--- config.mk ---
export PLATFORM = sky130hd
export DESIGN_NAME = mono_bitmap_color_expand_blit
export DESIGN_NICKNAME = d
export VERILOG_FILES = /design/src/rtl/mbce_pkg.sv /design/src/rtl/mono_bitmap_color_expand_blit.sv /design/src/rtl/mbce_expand.sv
export SDC_FILE = /design/constraint.sdc
export NUM_CORES = 1
export LEC_CHECK = 0
export ABC_AREA = 1
export BUFFER_PORTS_ARGS = -buffer_cell sky130_fd_sc_hd__buf_2
export CORE_ASPECT_RATIO = 1.2
export CORE_MARGIN = 1
export CORE_UTILIZATION = 65
export DETAILED_ROUTE_END_ITERATION = 10
export PLACE_DENSITY = 0.91
export SLEW_MARGIN = 20
export SYNTH_ARGS = -nofsm -noshare
export SYNTH_HDL_FRONTEND = slang
export SYNTH_SLANG_ARGS = --single-unit
--- constraint.sdc ---
create_clock -name clock -period 10.5 [get_ports clock]
set_input_delay 2.625 -clock clock [delete_from_list [all_inputs] [get_ports clock]]
set_output_delay 2.625 -clock clock [all_outputs]
set_load 0.05 [all_outputs]
--- src/rtl/mbce_pkg.sv ---
// ----------------------------------------------------------------------------
// mbce_pkg
// Shared types and constants for the monochrome color expansion blit.
// ----------------------------------------------------------------------------
package mbce_pkg;

   // largest bitmap or picture dimension honored
   localparam int MAX_DIMENSION_DEFAULT = 4096;

   localparam int CSR_INDEX_W = 3;
   localparam int CSR_DATA_W  = 14;
   localparam int DIM_REG_W   = 13;
   localparam int CENTER_W    = 14;
   localparam int COLOR_W     = 8;
   localparam int BYTE_W      = 8;
   localparam int ADDR_W      = 24;

   typedef logic [CSR_INDEX_W-1:0] csr_index_type;

   localparam csr_index_type CSR_BITMAP_WIDTH   = 3'd0;
   localparam csr_index_type CSR_BITMAP_HEIGHT  = 3'd1;
   localparam csr_index_type CSR_PICTURE_WIDTH  = 3'd2;
   localparam csr_index_type CSR_PICTURE_HEIGHT = 3'd3;
   localparam csr_index_type CSR_CENTER_X       = 3'd4;
   localparam csr_index_type CSR_CENTER_Y       = 3'd5;
   localparam csr_index_type CSR_DRAW_COLOR     = 3'd6;

   localparam logic [DIM_REG_W-1:0] RESET_BITMAP_WIDTH   = 13'd8;
   localparam logic [DIM_REG_W-1:0] RESET_BITMAP_HEIGHT  = 13'd8;
   localparam logic [DIM_REG_W-1:0] RESET_PICTURE_WIDTH  = 13'd480;
   localparam logic [DIM_REG_W-1:0] RESET_PICTURE_HEIGHT = 13'd270;
   localparam logic [COLOR_W-1:0]   RESET_DRAW_COLOR     = 8'd1;

   // one byte's worth of writes handed to the expand unit
   typedef struct packed {
      logic [BYTE_W-1:0] mask;      // visible set pixels, bit 0 leftmost
      logic [ADDR_W-1:0] row_base;  // y * picture_width, low bits
      logic [ADDR_W-1:0] x0;        // column of bit 0, two's complement
   } expand_load_type;

endpackage

--- src/rtl/mono_bitmap_color_expand_blit.sv ---
// ----------------------------------------------------------------------------
// mono_bitmap_color_expand_blit
// Expands packed 1-bit bitmap bytes into color writes on a linear picture.
// ----------------------------------------------------------------------------
// Usage:
//   req_* carries one packed bitmap byte per beat, least significant bit is
//   the leftmost pixel, rows padded to whole bytes, rows top to bottom.
//   rsp_* carries one pixel write per beat: address y * picture_width + x,
//   the draw color, and last_in_run on the final write of a byte.
//   csr_* writes the seven setup registers; write only while idle.
// Timing:
//   A byte enters the placement register, the row base product is formed
//   on the way into the expand unit's byte register, and the first write
//   of the byte then goes into the result register.
//   The expand unit issues one write per cycle while the result is not
//   stalled, one for each visible set pixel of a byte (0 to 8). Bytes with
//   no write give no beat.
// Reset clears the row and byte counters and loads the register defaults.
// A stalled result holds; the pipeline fills behind it and req_stall rises
// once the placement register cannot advance.
// ----------------------------------------------------------------------------
module mono_bitmap_color_expand_blit #(
   parameter int MAX_DIMENSION = mbce_pkg::MAX_DIMENSION_DEFAULT
) (
   input  logic                                 clock,
   input  logic                                 reset,
   input  logic                                 req_valid,
   output logic                                 req_stall,
   input  logic [mbce_pkg::BYTE_W-1:0]          req_bitmap_byte,
   output logic                                 rsp_valid,
   input  logic                                 rsp_stall,
   output logic [mbce_pkg::ADDR_W-1:0]          rsp_pixel_address,
   output logic [mbce_pkg::COLOR_W-1:0]         rsp_pixel_color,
   output logic                                 rsp_last_in_run,
   input  logic                                 csr_write,
   input  mbce_pkg::csr_index_type              csr_index,
   input  logic [mbce_pkg::CSR_DATA_W-1:0]      csr_data
);

   localparam int DIM_W  = $clog2(MAX_DIMENSION + 1);
   localparam int ROW_W  = $clog2(MAX_DIMENSION);
   localparam int BCNT_W = $clog2((MAX_DIMENSION + 7) / 8);
   localparam int SW     = ((DIM_W > mbce_pkg::CENTER_W) ? DIM_W : mbce_pkg::CENTER_W) + 2;
   localparam int PROD_W = 2 * DIM_W;

   // setup registers
   logic [mbce_pkg::DIM_REG_W-1:0]      bw_ff, bh_ff, pw_ff, ph_ff;
   logic signed [mbce_pkg::CENTER_W-1:0] cx_ff, cy_ff;
   logic [mbce_pkg::COLOR_W-1:0]        color_ff;

   always_ff @(posedge clock) begin
      if (reset) begin
         bw_ff    <= mbce_pkg::RESET_BITMAP_WIDTH;
         bh_ff    <= mbce_pkg::RESET_BITMAP_HEIGHT;
         pw_ff    <= mbce_pkg::RESET_PICTURE_WIDTH;
         ph_ff    <= mbce_pkg::RESET_PICTURE_HEIGHT;
         cx_ff    <= '0;
         cy_ff    <= '0;
         color_ff <= mbce_pkg::RESET_DRAW_COLOR;
      end else if (csr_write) begin
         case (csr_index)
            mbce_pkg::CSR_BITMAP_WIDTH:   bw_ff    <= csr_data[mbce_pkg::DIM_REG_W-1:0];
            mbce_pkg::CSR_BITMAP_HEIGHT:  bh_ff    <= csr_data[mbce_pkg::DIM_REG_W-1:0];
            mbce_pkg::CSR_PICTURE_WIDTH:  pw_ff    <= csr_data[mbce_pkg::DIM_REG_W-1:0];
            mbce_pkg::CSR_PICTURE_HEIGHT: ph_ff    <= csr_data[mbce_pkg::DIM_REG_W-1:0];
            mbce_pkg::CSR_CENTER_X:       cx_ff    <= $signed(csr_data);
            mbce_pkg::CSR_CENTER_Y:       cy_ff    <= $signed(csr_data);
            mbce_pkg::CSR_DRAW_COLOR:     color_ff <= csr_data[mbce_pkg::COLOR_W-1:0];
            default: ;
         endcase
      end
   end

   // clamped dimensions
   logic [DIM_W-1:0] bw_c, bh_c, pw_c, ph_c;

   always_comb begin
      bw_c = (int'(bw_ff) > MAX_DIMENSION) ? DIM_W'(MAX_DIMENSION) : DIM_W'(bw_ff);
      bh_c = (int'(bh_ff) > MAX_DIMENSION) ? DIM_W'(MAX_DIMENSION) : DIM_W'(bh_ff);
      pw_c = (int'(pw_ff) > MAX_DIMENSION) ? DIM_W'(MAX_DIMENSION) : DIM_W'(pw_ff);
      ph_c = (int'(ph_ff) > MAX_DIMENSION) ? DIM_W'(MAX_DIMENSION) : DIM_W'(ph_ff);
      if (bw_ff == '0) begin
         bw_c = DIM_W'(1);
      end
      if (bh_ff == '0) begin
         bh_c = DIM_W'(1);
      end
   end

   // counters and placement stage
   logic [ROW_W-1:0]  row_ff, row_in;
   logic [BCNT_W-1:0] bcnt_ff, bcnt_in;

   logic                         s1_valid_ff, s1_valid_in;
   logic [mbce_pkg::BYTE_W-1:0]  s1_mask_ff, s1_mask_in;
   logic [DIM_W-1:0]             s1_y_ff, s1_y_in;
   logic [mbce_pkg::ADDR_W-1:0]  s1_x0_ff, s1_x0_in;

   logic signed [SW-1:0] bw_s, bh_s, pw_s, ph_s, bpr_s;
   logic signed [SW-1:0] row_s, bcnt_s, row_eff, bcnt_eff;
   logic signed [SW-1:0] y_s, x0_s, col0_s, col_s, x_s;
   logic signed [SW-1:0] bcnt_nxt, row_nxt;
   logic                 row_vis;
   logic [mbce_pkg::BYTE_W-1:0] mask_c;

   logic                       accept;
   logic                       load_ready;
   mbce_pkg::expand_load_type  load;
   logic [PROD_W-1:0]          prod;

   assign req_stall = s1_valid_ff && !load_ready;
   assign accept    = req_valid && !req_stall;

   always_comb begin
      bw_s   = SW'($signed({1'b0, bw_c}));
      bh_s   = SW'($signed({1'b0, bh_c}));
      pw_s   = SW'($signed({1'b0, pw_c}));
      ph_s   = SW'($signed({1'b0, ph_c}));
      bpr_s  = (bw_s + SW'(7)) >>> 3;
      row_s  = SW'($signed({1'b0, row_ff}));
      bcnt_s = SW'($signed({1'b0, bcnt_ff}));

      // restart a counter left out of bounds by a setup change
      row_eff  = (row_s >= bh_s) ? '0 : row_s;
      bcnt_eff = (bcnt_s >= bpr_s) ? '0 : bcnt_s;

      col0_s  = bcnt_eff <<< 3;
      y_s     = SW'(cy_ff) - (bh_s >>> 1) + row_eff;
      x0_s    = SW'(cx_ff) - (bw_s >>> 1) + col0_s;
      row_vis = (y_s >= 0) && (y_s < ph_s);

      mask_c = '0;
      col_s  = '0;
      x_s    = '0;
      for (int b = 0; b < mbce_pkg::BYTE_W; b++) begin
         col_s = col0_s + SW'(b);
         x_s   = x0_s + SW'(b);
         mask_c[b] = req_bitmap_byte[b] && row_vis && (col_s < bw_s)
                     && (x_s >= 0) && (x_s < pw_s);
      end

      // advance byte, then row, wrapping after the last row
      bcnt_nxt = bcnt_eff + SW'(1);
      row_nxt  = row_eff;
      if (bcnt_nxt >= bpr_s) begin
         bcnt_nxt = '0;
         row_nxt  = row_eff + SW'(1);
         if (row_nxt >= bh_s) begin
            row_nxt = '0;
         end
      end
   end

   always_comb begin
      row_in      = row_ff;
      bcnt_in     = bcnt_ff;
      s1_valid_in = s1_valid_ff;
      s1_mask_in  = s1_mask_ff;
      s1_y_in     = s1_y_ff;
      s1_x0_in    = s1_x0_ff;
      if (accept) begin
         row_in      = ROW_W'(row_nxt);
         bcnt_in     = BCNT_W'(bcnt_nxt);
         s1_valid_in = 1'b1;
         s1_mask_in  = mask_c;
         s1_y_in     = DIM_W'(y_s);
         s1_x0_in    = mbce_pkg::ADDR_W'(x0_s);
      end else if (load_ready) begin
         s1_valid_in = 1'b0;
      end
   end

   always_ff @(posedge clock) begin
      if (reset) begin
         row_ff      <= '0;
         bcnt_ff     <= '0;
         s1_valid_ff <= 1'b0;
      end else begin
         row_ff      <= row_in;
         bcnt_ff     <= bcnt_in;
         s1_valid_ff <= s1_valid_in;
      end
      s1_mask_ff <= s1_mask_in;
      s1_y_ff    <= s1_y_in;
      s1_x0_ff   <= s1_x0_in;
   end

   // row base product, registered inside the expand unit
   assign prod          = PROD_W'(s1_y_ff) * PROD_W'(pw_c);
   assign load.mask     = s1_mask_ff;
   assign load.row_base = mbce_pkg::ADDR_W'(prod);
   assign load.x0       = s1_x0_ff;

   mbce_expand u_expand (
      .clock             (clock),
      .reset             (reset),
      .load_valid        (s1_valid_ff),
      .load_ready        (load_ready),
      .load              (load),
      .color             (color_ff),
      .rsp_valid         (rsp_valid),
      .rsp_stall         (rsp_stall),
      .rsp_pixel_address (rsp_pixel_address),
      .rsp_pixel_color   (rsp_pixel_color),
      .rsp_last_in_run   (rsp_last_in_run)
   );

endmodule

--- src/rtl/mbce_expand.sv ---
// ----------------------------------------------------------------------------
// mbce_expand
// Issues one pixel write per cycle while the result is not stalled, for each
// visible set bit of a byte, left to right, through a registered result stage.
// ----------------------------------------------------------------------------
module mbce_expand (
   input  logic                                 clock,
   input  logic                                 reset,
   input  logic                                 load_valid,
   output logic                                 load_ready,
   input  mbce_pkg::expand_load_type            load,
   input  logic [mbce_pkg::COLOR_W-1:0]         color,
   output logic                                 rsp_valid,
   input  logic                                 rsp_stall,
   output logic [mbce_pkg::ADDR_W-1:0]          rsp_pixel_address,
   output logic [mbce_pkg::COLOR_W-1:0]         rsp_pixel_color,
   output logic                                 rsp_last_in_run
);

   logic                             busy_ff, busy_in;
   logic [mbce_pkg::BYTE_W-1:0]      mask_ff, mask_in;
   logic [mbce_pkg::ADDR_W-1:0]      base_ff, base_in;
   logic [mbce_pkg::ADDR_W-1:0]      x0_ff, x0_in;

   logic                             out_valid_ff, out_valid_in;
   logic [mbce_pkg::ADDR_W-1:0]      out_addr_ff, out_addr_in;
   logic [mbce_pkg::COLOR_W-1:0]     out_color_ff, out_color_in;
   logic                             out_last_ff, out_last_in;

   logic                             out_free;
   logic                             emit;
   logic [mbce_pkg::BYTE_W-1:0]      pick;
   logic [mbce_pkg::BYTE_W-1:0]      rest;
   logic [2:0]                       pick_idx;
   logic                             final_bit;

   always_comb begin
      pick_idx = 3'd0;
      for (int b = mbce_pkg::BYTE_W - 1; b >= 0; b--) begin
         if (mask_ff[b]) begin
            pick_idx = 3'(b);
         end
      end
   end

   assign pick      = mask_ff & (~mask_ff + 8'd1);
   assign rest      = mask_ff & ~pick;
   assign final_bit = (rest == '0);
   assign out_free  = !out_valid_ff || !rsp_stall;
   assign emit      = busy_ff && out_free;
   assign load_ready = !busy_ff || (emit && final_bit);

   always_comb begin
      busy_in = busy_ff;
      mask_in = mask_ff;
      base_in = base_ff;
      x0_in   = x0_ff;
      if (load_valid && load_ready) begin
         // drop bytes with nothing to draw
         busy_in = (load.mask != '0);
         mask_in = load.mask;
         base_in = load.row_base;
         x0_in   = load.x0;
      end else if (emit) begin
         mask_in = rest;
         busy_in = !final_bit;
      end
   end

   always_comb begin
      out_valid_in = out_valid_ff;
      out_addr_in  = out_addr_ff;
      out_color_in = out_color_ff;
      out_last_in  = out_last_ff;
      if (emit) begin
         out_valid_in = 1'b1;
         out_addr_in  = base_ff + x0_ff + mbce_pkg::ADDR_W'(pick_idx);
         out_color_in = color;
         out_last_in  = final_bit;
      end else if (!rsp_stall) begin
         out_valid_in = 1'b0;
      end
   end

   always_ff @(posedge clock) begin
      if (reset) begin
         busy_ff      <= 1'b0;
         out_valid_ff <= 1'b0;
      end else begin
         busy_ff      <= busy_in;
         out_valid_ff <= out_valid_in;
      end
      mask_ff      <= mask_in;
      base_ff      <= base_in;
      x0_ff        <= x0_in;
      out_addr_ff  <= out_addr_in;
      out_color_ff <= out_color_in;
      out_last_ff  <= out_last_in;
   end

   assign rsp_valid         = out_valid_ff;
   assign rsp_pixel_address = out_addr_ff;
   assign rsp_pixel_color   = out_color_ff;
   assign rsp_last_in_run   = out_last_ff;

endmodule
After elaboration in Yosys (flattened, before gate mapping) --
Cells that the tools add are included.
Storage, ports and cells: flip-flop bits (word level) 230, bits of input ports 30, output and inout bits 35, word-level logic and storage cells 178
Operators by class: $add $sub $neg 24, multipliers 1, $lt $le $gt $ge 34, equal/unequal tests 7, multiplexer cells 27, bitwise logic cells 4, reductions and logical operators 60
Operators with widths (number):
- $ge 16x1->1 const B | 9
- $lt 16x14->1 | 9
- $lt 13x13->1 | 7
- $mux 13 | 6
- $add 16x4->16 const B | 4
- $add 12x3->13 const B | 4
- $gt 13x13->1 const B | 4
- $logic_and 1x1->1 | 38
- $mux 12 | 3
- $add 15x13->16 | 2
- $add 16x3->16 const B | 2
- $sub 14x13->15 | 2
- $add 12x1->13 const B | 2
- $add 12x2->13 const B | 2
- $logic_not 13->1 | 2
- $add 24x24->24 | 1
- $add 24x3->24 | 1
- $mul 13x13->24 | 1
- $mux 3 | 8
- $mux 9 | 2
- $add 16x2->16 const B | 1
- $and 8x8->8 | 2
- $mux 8 | 2
- $not 8->8 | 2
- 20 further kinds | 41

Longest topological paths before layout --
Gate-level depths: netlist (run 1).
word-level depth 13, mapped depth 56, depth with buffers taken out 56

Hierarchy --
From an unflattened synthesis (run 1), not the netlist that was laid out.
Second synthesis, totals: cell total of the unflattened synthesis 2819, area total of the unflattened synthesis 22771.8 um2
Modules (own cells, without submodules):
- mono_bitmap_color_expand_blit | instances 1, cells an instance 2410, area an instance 18121.1 um2, sequential area each 3313.2 um2
- mbce_expand | instances 1, cells an instance 409, area an instance 4650.7 um2, sequential area each 2712.6 um2

Least setup slack after synthesis (run 1) --
Ideal clock, no wire load.
path type reg2reg, start reg bw_ff[2] in the netlist's numbering, end reg s1_mask_ff[1] in the netlist's numbering, data pin, library setup time 0.138 ns, arrival 6.717 ns, required time 10.362 ns, setup slack 3.645 ns, cell stages (with the launch flop) 56, buffers on the path 0, clock period less this slack 6.855 ns, cells stage by stage dfxtp_1 nor2_1 nand2_1 nor2_1 nand2_1 nand2_4 nand2_1 nand2_2 nand2_1 nor2_1 xor2_1 ha_1 a21oi_1 o211ai_1 a21o_1 o21ai_0 inv_1 nand2_1 [20 not listed] nor2_1 nand2_1 inv_1 nand2_2 nor2_4 inv_2 nor2_1 inv_1 nor2_1 nand2_1 nand2_1 inv_1 ha_1 nor4b_1 o211ai_1 a21oi_1 nand2_1 nor2_1
On the way: cells in the longest elaborated chain, start to end 11, elaborated cells on any way between the ends 17, those cells by class 5 x add/sub; 5 x order compare; 3 x mux; 4 x reduce/logical
RTL lines:
- from (decl) | line mono_bitmap_color_expand_blit.sv:47 | logic [mbce_pkg::DIM_REG_W-1:0] bw_ff, bh_ff, pw_ff, ph_ff;
- from (signal assigned) | line mono_bitmap_color_expand_blit.sv:53 | bw_ff <= mbce_pkg::RESET_BITMAP_WIDTH;
- from (signal assigned) | line mono_bitmap_color_expand_blit.sv:62 | mbce_pkg::CSR_BITMAP_WIDTH: bw_ff <= csr_data[mbce_pkg::DIM_REG_W-1:0];
- $gt 13x13->1 | line mono_bitmap_color_expand_blit.sv:78 | bw_c = (int'(bw_ff) > MAX_DIMENSION) ? DIM_W'(MAX_DIMENSION) : DIM_W'(bw_ff);
- $mux 13 | line mono_bitmap_color_expand_blit.sv:78
- $mux 13 (*) | line mono_bitmap_color_expand_blit.sv:82 | if (bw_ff == '0) begin
- $add 13x3->14 | line mono_bitmap_color_expand_blit.sv:119 | bpr_s = (bw_s + SW'(7)) >>> 3;
- $ge 9x11->1 | line mono_bitmap_color_expand_blit.sv:125 | bcnt_eff = (bcnt_s >= bpr_s) ? '0 : bcnt_s;
- $mux 9 | line mono_bitmap_color_expand_blit.sv:125
- $add 15x13->16 (*) | line mono_bitmap_color_expand_blit.sv:129 | x0_s = SW'(cx_ff) - (bw_s >>> 1) + col0_s;
- via x0_s[9] | line mono_bitmap_color_expand_blit.sv:101 | logic signed [SW-1:0] y_s, x0_s, col0_s, col_s, x_s;
- $add 16x2->16 (*) | line mono_bitmap_color_expand_blit.sv:137 | x_s = x0_s + SW'(b);
- $ge 16x1->1 | line mono_bitmap_color_expand_blit.sv:139 | && (x_s >= 0) && (x_s < pw_s);
- $logic_and 1x1->1 | line mono_bitmap_color_expand_blit.sv:139
- $logic_and 1x1->1 (*) | line mono_bitmap_color_expand_blit.sv:139
- via mask_c (one bit) | line mono_bitmap_color_expand_blit.sv:104 | logic [mbce_pkg::BYTE_W-1:0] mask_c;
- to (signal assigned) | line mono_bitmap_color_expand_blit.sv:183 | s1_mask_ff <= s1_mask_in;
- to (decl) | line mono_bitmap_color_expand_blit.sv:95 | logic [mbce_pkg::BYTE_W-1:0] s1_mask_ff, s1_mask_in;
The timed path passes the listed nets; every way through them passes the cells marked *. A chain may end at the register's enable or synchronous reset.

Worst setup path after layout (run 1) --
Same ends and word-level chain as after synthesis.

==> results.py, run 1 <==
metrics = {
    "timing": {
        "fin_crit_sh_pct": 76.4,
        "fin_worst_skew_ns": 0.0173,
        "fmax_mhz": 125,
        "tns_ns": 0,
        "drv_slew": 0,
        "rsz0062_at_grt": "false",
        "post-route-min-period_ns": 8.02,
        "finalHoldViolCount": 0,
        "slew_headroom_pct": 34.4,
        "setup_violations": 0,
        "worst_slew_pin_slew_ns": 0.982,
    },
    "clock_network": {
        "clk_root_buffer_cell": "clkbuf_16",
        "tritoncts": "built",
        "cts.path.max_buffers": 3,
        "clk_latency_ns": 0.54,
        "numCtsBuffers": 23,
        "cts_hold_repair.buffers": 0,
        "clk_pin_slew_ns": 0.06,
        "post_cts_buffers": 0,
        "clock_sinks": 230,
        "cts_resized": 0,
        "htree_levels": 1,
    },
    "finish": {
        "fill_cells": 2469,
        "mostFrequentLayoutCells": "nand2_1 (469), inv_1 (455), ha_1 (303)",
        "drive_gt1_share_pct": 6.00,
        "finalInstanceArea_sq_mm": 0.0237,
        "final_common_cell": "nand2_1",
        "area_delta_synth_final_pct": 6.99,
        "fin_cells": 3233,
        "final_nets": 3247,
        "diodes": 0,
    },
    "routing": {
        "drt_iter0_markers": 1555,
        "drc_errors": 0,
        "vias_per_cell": 5.80,
        "vias": 18700,
        "postRouteAntennaNets": 0,
        "first_pass_iters": 6,
        "finalWirelength_mm": 57.9,
        "wl_per_cell_microns": 17.9,
    },
    "power_and_ir_drop": {
        "switchingPower_uw": 4140,
        "clkPwrFrac_pct": 9.9,
        "p_per_area_mw_per_mm2": 355,
        "ir_drop_uv": 325,
        "pwr-share-seq_pct": 18.3,
        "p_sw_share_pct": 49.2,
        "p_comb_share_pct": 71.9,
        "p_leak_uw": 0.0117,
        "p_int_uw": 4270,
    },
    "min_path": {
        "min_path_type": "flip-flop to flip-flop",
        "min_from": "s1_x0_ff[9]",
    },
    "setup_path": {
        "crit_start": "bw_ff[2]",
        "critPathSlowestCell": "fa_1",
        "crit_required_ns": 10.89,
        "critPathMaxFanout": 9,
        "slowest_delay_ns": 0.48,
        "critPathLaunchType": "flip-flop",
        "rr_startpoint": "bw_ff[2]",
        "crit_arrival_ns": 8.41,
        "end_kind": "flip-flop",
        "path_common_cell": "nand2_1",
        "path_class": "flip-flop to flip-flop",
    },
    "place": {
        "placed_area_sq_mm": 0.0229,
        "portBuffers": 64,
        "finalWeightedCongestion": 0.997,
        "place_hpwl_mm": 45.4,
        "dp_cells": 3193,
    },
    "synthesis": {
        "synthSimpleGateAreaFrac_pct": 18.1,
        "yosys.area_share.adder_pct": 30.3,
        "synth_top_cell_by_area": "ha_1",
        "postSynthCellCount": 2714,
        "ys_seq_area_share_pct": 26.1,
        "synth_compound_gate_area_share_pct": 10.5,
        "synthArstFlopShare_pct": 0,
        "synth_seq_cells": 230,
        "synthXorXnorAreaFrac_pct": 5.90,
        "synthTopCellsByArea": "ha_1 (17%), edfxtp_1 (16%), fa_1 (13%)",
        "syn_nets": 3193,
        "syn_area_sq_mm": 0.0221,
        "yosys.area.top_type_share_pct": 17.1,
        "synth_flop_cell": "edfxtp_1",
        "synth_cell_types": 61,
        "syn_avg_cell_area_sq_um": 8.15,
        "synth_mux_area_share_pct": 0.0905,
        "ys_warn_count": 0,
        "synth_top_family_by_area": "adder cells",
        "synth-edff-count": 118,
    },
    "floorplan": {
        "start_util_pct": 66.4,
        "fp.dieArea_sq_mm": 0.0348,
        "num_rows": 73,
        "coreArea_sq_mm": 0.0333,
        "fp.dieW_microns": 170,
        "die_h_microns": 204,
        "io_pins": 65,
    },
    "grt": {
        "grt_pass1_wl_mm": 93.6,
        "grt_max_degree": 55,
        "overflow": 0,
        "grt_pass1_vias": 19100,
        "grt_use_total_pct": 34.3,
        "antenna_found_initial": 0,
    },
    "outcome": {
        "status": "complete, no violations",
    },
    "flow_run": {
        "max_cap_viol_count": 0,
    },
}
## power groups by stage
| stage | Clock (uW) | Combinational [uW] | Sequential, uW |
|---|---|---|---|
| floorplan | 0 | 4580 | 1570 |
| global placement | 0 | 5580 | 1540 |
| detailed placement | 0 | 5960 | 1550 |
| CTS | 833 | 6030 | 1530 |
| global route | 865 | 6890 | 1550 |
| finish | 829 | 6050 | 1540 |
## worst paths after layout
check                                         end  slack (ns)  cells past startpoint
worst max-delay path                s1_mask_ff[1]        2.48                     55
worst min-delay path            u_expand.x0_ff[9]        0.42                      0
worst max register to register      s1_mask_ff[1]        2.48                     55
worst min register to register  u_expand.x0_ff[9]        0.42                      0
## worst max-delay path, delay by kind of cell, from the launching register on
family,cells,cell delay [ns]
AO/OA/AOI/OAI,10,1.42
buffers and inverters,10,0.80
flip-flops,1,0.33
adder cells (fa/ha/maj),4,1.31
AND/OR/NAND/NOR,29,3.45
XOR/XNOR,2,0.60
## registers in the layout, indices dropped and copies added (netlist names), 8 cells and up
register and flops:
color_ff 8, u_expand.mask_ff 8, bw_ff 13, s1_mask_ff 8
s1_x0_ff 16, pw_ff 13, cx_ff 14, cy_ff 14
bh_ff 13, u_expand.base_ff 24, s1_y_ff 13, bcnt_ff 9
u_expand.rsp_pixel_address 24, row_ff 12, ph_ff 13, u_expand.rsp_pixel_color 8
u_expand.x0_ff 16
## synthesized netlist by cell type, drive strengths merged, types with 3 or more instances
library cell,n
nand4,22
or2,6
nor2,299
clkbuf,47
buf,6
a21o,15
nand2,478
a31oi,6
nor3,20
inv,465
a221oi,3
xnor2,34
a2111oi,3
o21ai,138
nand3,98
edfxtp,118
xor2,110
clkinv,7
o21bai,15
fa,146
a21oi,204
o211ai,10
o221ai,6
nand3b,3
nor4,16
o2111ai,3
dfxtp,112
nor3b,4
ha,303
## cell families (layout without fill, tap and decap cells)
group / Yosys count / in the layout
adders and majority gates: 449 / 449
muxes: 2 / 2
DFF: 230 / 230
buffers and inverters: 525 / 594
and+or+nand+nor: 949 / 949
AOI/OAI and AO/OA: 415 / 415
xor gates and xnor gates: 144 / 144
## metrics by stage
step                hold WS [ns]  total power [uW]  setup WS (ns)  util (%)
floorplan                  0.400              6150           3.65         -
global placement           0.400              7120           2.89      68.8
detailed placement         0.405              7510           2.67      68.8
CTS                        0.417              8390           2.61      71.0
global route               0.425              9300           1.69      71.0
finish                     0.415              8410           2.48      71.0
## cell type report
cell class	instances	area (sq um)	area share (%)
Clock buffer	27	632	2.67
Clock inverter	13	103	0.433
Inverter	472	1770	7.50
Multi-Input combinational cell	1959	14400	60.7
Sequential cell	230	5790	24.4
Tap cell	450	563	2.38
Timing Repair Buffer	82	455	1.92
## routing by layer
layer | GRT usage [%] | part of all wire, % | vias up
met5 | 0 | 0 | -
met4 | 17.2 | 5.0 | 0
met3 | 4.28 | 6.8 | 213
met2 | 61.6 | 50 | 810
met1 | 40.0 | 38 | 8810
li1 | - | - | 8910
No activity file was read; power rests on OpenSTA's default activity.
==> inputs of run 2 (changes only) <==
CORE_UTILIZATION = 59   (was 65)
PLACE_DENSITY = 0.87   (was 0.91)
clock period = 7 ns   (was 10.5 ns; I/O delays follow)
==> results.py, run 2 (synthesis results as in run 1) <==
metrics = {
    "routing": {
        "drt_iter0_markers": 1506,
        "vias_per_cell": 5.79,
        "finalWirelength_mm": 59.5,
        "wl_per_cell_microns": 17.9,
        "first_pass_iters": 7,
        "postRouteAntennaNets": 0,
        "vias": 19300,
        "drc_errors": 0,
    },
    "power_and_ir_drop": {
        "p_per_area_mw_per_mm2": 533,
        "p_leak_uw": 0.0121,
        "fin_total_pwr_uw": 13100,
        "ir_drop_uv": 602,
    },
    "clock_network": {
        "cts.path.max_buffers": 3,
        "clock_sinks": 230,
        "numCtsBuffers": 25,
        "cts_hold_repair.buffers": 0,
        "tritoncts": "built",
        "clk_root_buffer_cell": "clkbuf_16",
        "clk_latency_ns": 0.55,
        "htree_levels": 1,
        "clk_pin_slew_ns": 0.07,
    },
    "place": {
        "portBuffers": 64,
        "finalWeightedCongestion": 1.03,
        "place_hpwl_mm": 45.8,
    },
    "grt": {
        "use_met1_pct": 36.4,
        "grt_use_total_pct": 30.7,
        "grt_pass1_vias": 19400,
        "overflow": 0,
        "grt_max_degree": 89,
        "use_met2_pct": 53.7,
        "grt_pass1_wl_mm": 93.6,
        "busiest_layer": "met2",
        "grt_use_met3_pct": 4.08,
        "antenna_found_initial": 0,
    },
    "finish": {
        "fill_cells": 2899,
        "final_common_cell": "nand2_1",
        "diodes": 0,
        "post-route-util_pct": 66.7,
        "drive_gt1_share_pct": 10.6,
        "mostFrequentLayoutCells": "nand2_1 (460), inv_1 (447), ha_1 (298)",
        "final_nets": 3317,
        "area_delta_synth_final_pct": 11.2,
    },
    "outcome": {
        "status": "complete, no violations",
    },
    "setup_path": {
        "rr_startpoint": "bw_ff[10]",
        "critPathSlowestCell": "fa_1",
        "crit_start": "bw_ff[10]",
        "end_kind": "flip-flop",
        "critPathMaxFanout": 4,
        "crit_required_ns": 7.30,
        "critPathLaunchType": "flip-flop",
        "path_class": "flip-flop to flip-flop",
        "crit_arrival_ns": 7.12,
        "slowest_delay_ns": 0.48,
    },
    "floorplan": {
        "start_util_pct": 60.0,
        "coreArea_sq_mm": 0.0369,
        "fp.dieW_microns": 179,
        "io_pins": 65,
        "num_rows": 77,
        "die_h_microns": 214,
        "fp.dieArea_sq_mm": 0.0383,
    },
    "timing": {
        "post-route-min-period_ns": 6.81,
        "slew_headroom_pct": 32.5,
        "fmax_mhz": 147,
        "rsz0062_at_grt": "true",
        "drv_slew": 0,
        "fin_crit_sh_pct": 97.4,
        "fin_worst_skew_ns": 0.0165,
        "finalHoldViolCount": 0,
        "setup_violations": 0,
        "worst_slew_pin_slew_ns": 1.01,
    },
    "min_path": {
        "min_from": "s1_x0_ff[12]",
        "min_path_type": "flip-flop to flip-flop",
    },
    "flow_run": {
        "max_cap_viol_count": 0,
    },
}
==> run 2: changes by cell type in the layout (fill, tap and decap cells not counted), moves of 8 or more <==
cell	delta
buf_4	+65
nor2_1	-12
o21ai_0	-12
o21ai_1	+11
a21oi_1	-10
a21oi_2	+10
nand2_1	-9
inv_1	-8
==> run 2: stage by stage <==
step / setup WS, ns / setup TNS (ns) / cells / instance area [sq um] / hold slack [ns]
2_1_floorplan: 0.145 / 0 / 2714 / 22100 / 0.400
3_3_place_gp: 0.146 / 0 / 3270 / 23400 / 0.401
3_5_place_dp: -0.151 / -0.367 / 3270 / 23400 / 0.405
4_1_cts: 0.00636 / 0 / 3316 / 24200 / 0.419
5_1_grt: -0.310 / -1.77 / 3330 / 24600 / 0.429
6_report: 0.185 / 0 / 3330 / 24600 / 0.418
==> run 2: metal layers <==
metal  part of all wire (%)  wire [microns]
met5                      0               0
met4                    5.4            3220
met3                    7.1            4220
met2                     49           29400
met1                     38           22700
==> run 2: path summary, 6_finish.rpt <==
path                                      endpoint  slack [ns]  cells past startpoint
worst max-delay path                 s1_mask_ff[7]        0.19                     49
worst min-delay path            u_expand.x0_ff[12]        0.42                      0
worst max register to register       s1_mask_ff[7]        0.19                     49
worst min register to register  u_expand.x0_ff[12]        0.42                      0
==> run 2: power by group <==
group	internal [uW]	switching, uW
clock network	756	574
registers	2100	219
logic	3850	5610
total	6710	6400
==> run 2: area by class of cell <==
cell class	count	area [sq um]	share of cell area [%]
inverter	472	1790	7.26
clock inverter	12	121	0.493
sequential	230	5790	23.5
tap	474	593	2.41
clock buffer	33	677	2.75
timing repair buffer	150	977	3.97
multi-input combinational	1959	14600	59.6
==> run 2: repair_timing <==
action | CTS | global route
setup buffers | 1 | 14
cloned | 0 | 0
setup endpoints to repair | 5 | 12
pin swaps | 1 | 45
resized for setup | 8 | 87
==> run 2: worst max-delay path: cells and delay by family, from the launching register on <==
kind	cells	cell delay, ns
and+or+nand+nor	27	2.53
AOI/OAI and AO/OA	10	1.43
adders and majority gates	4	1.34
buffers and inverters	6	0.59
xor gates and xnor gates	2	0.34
DFF	1	0.31
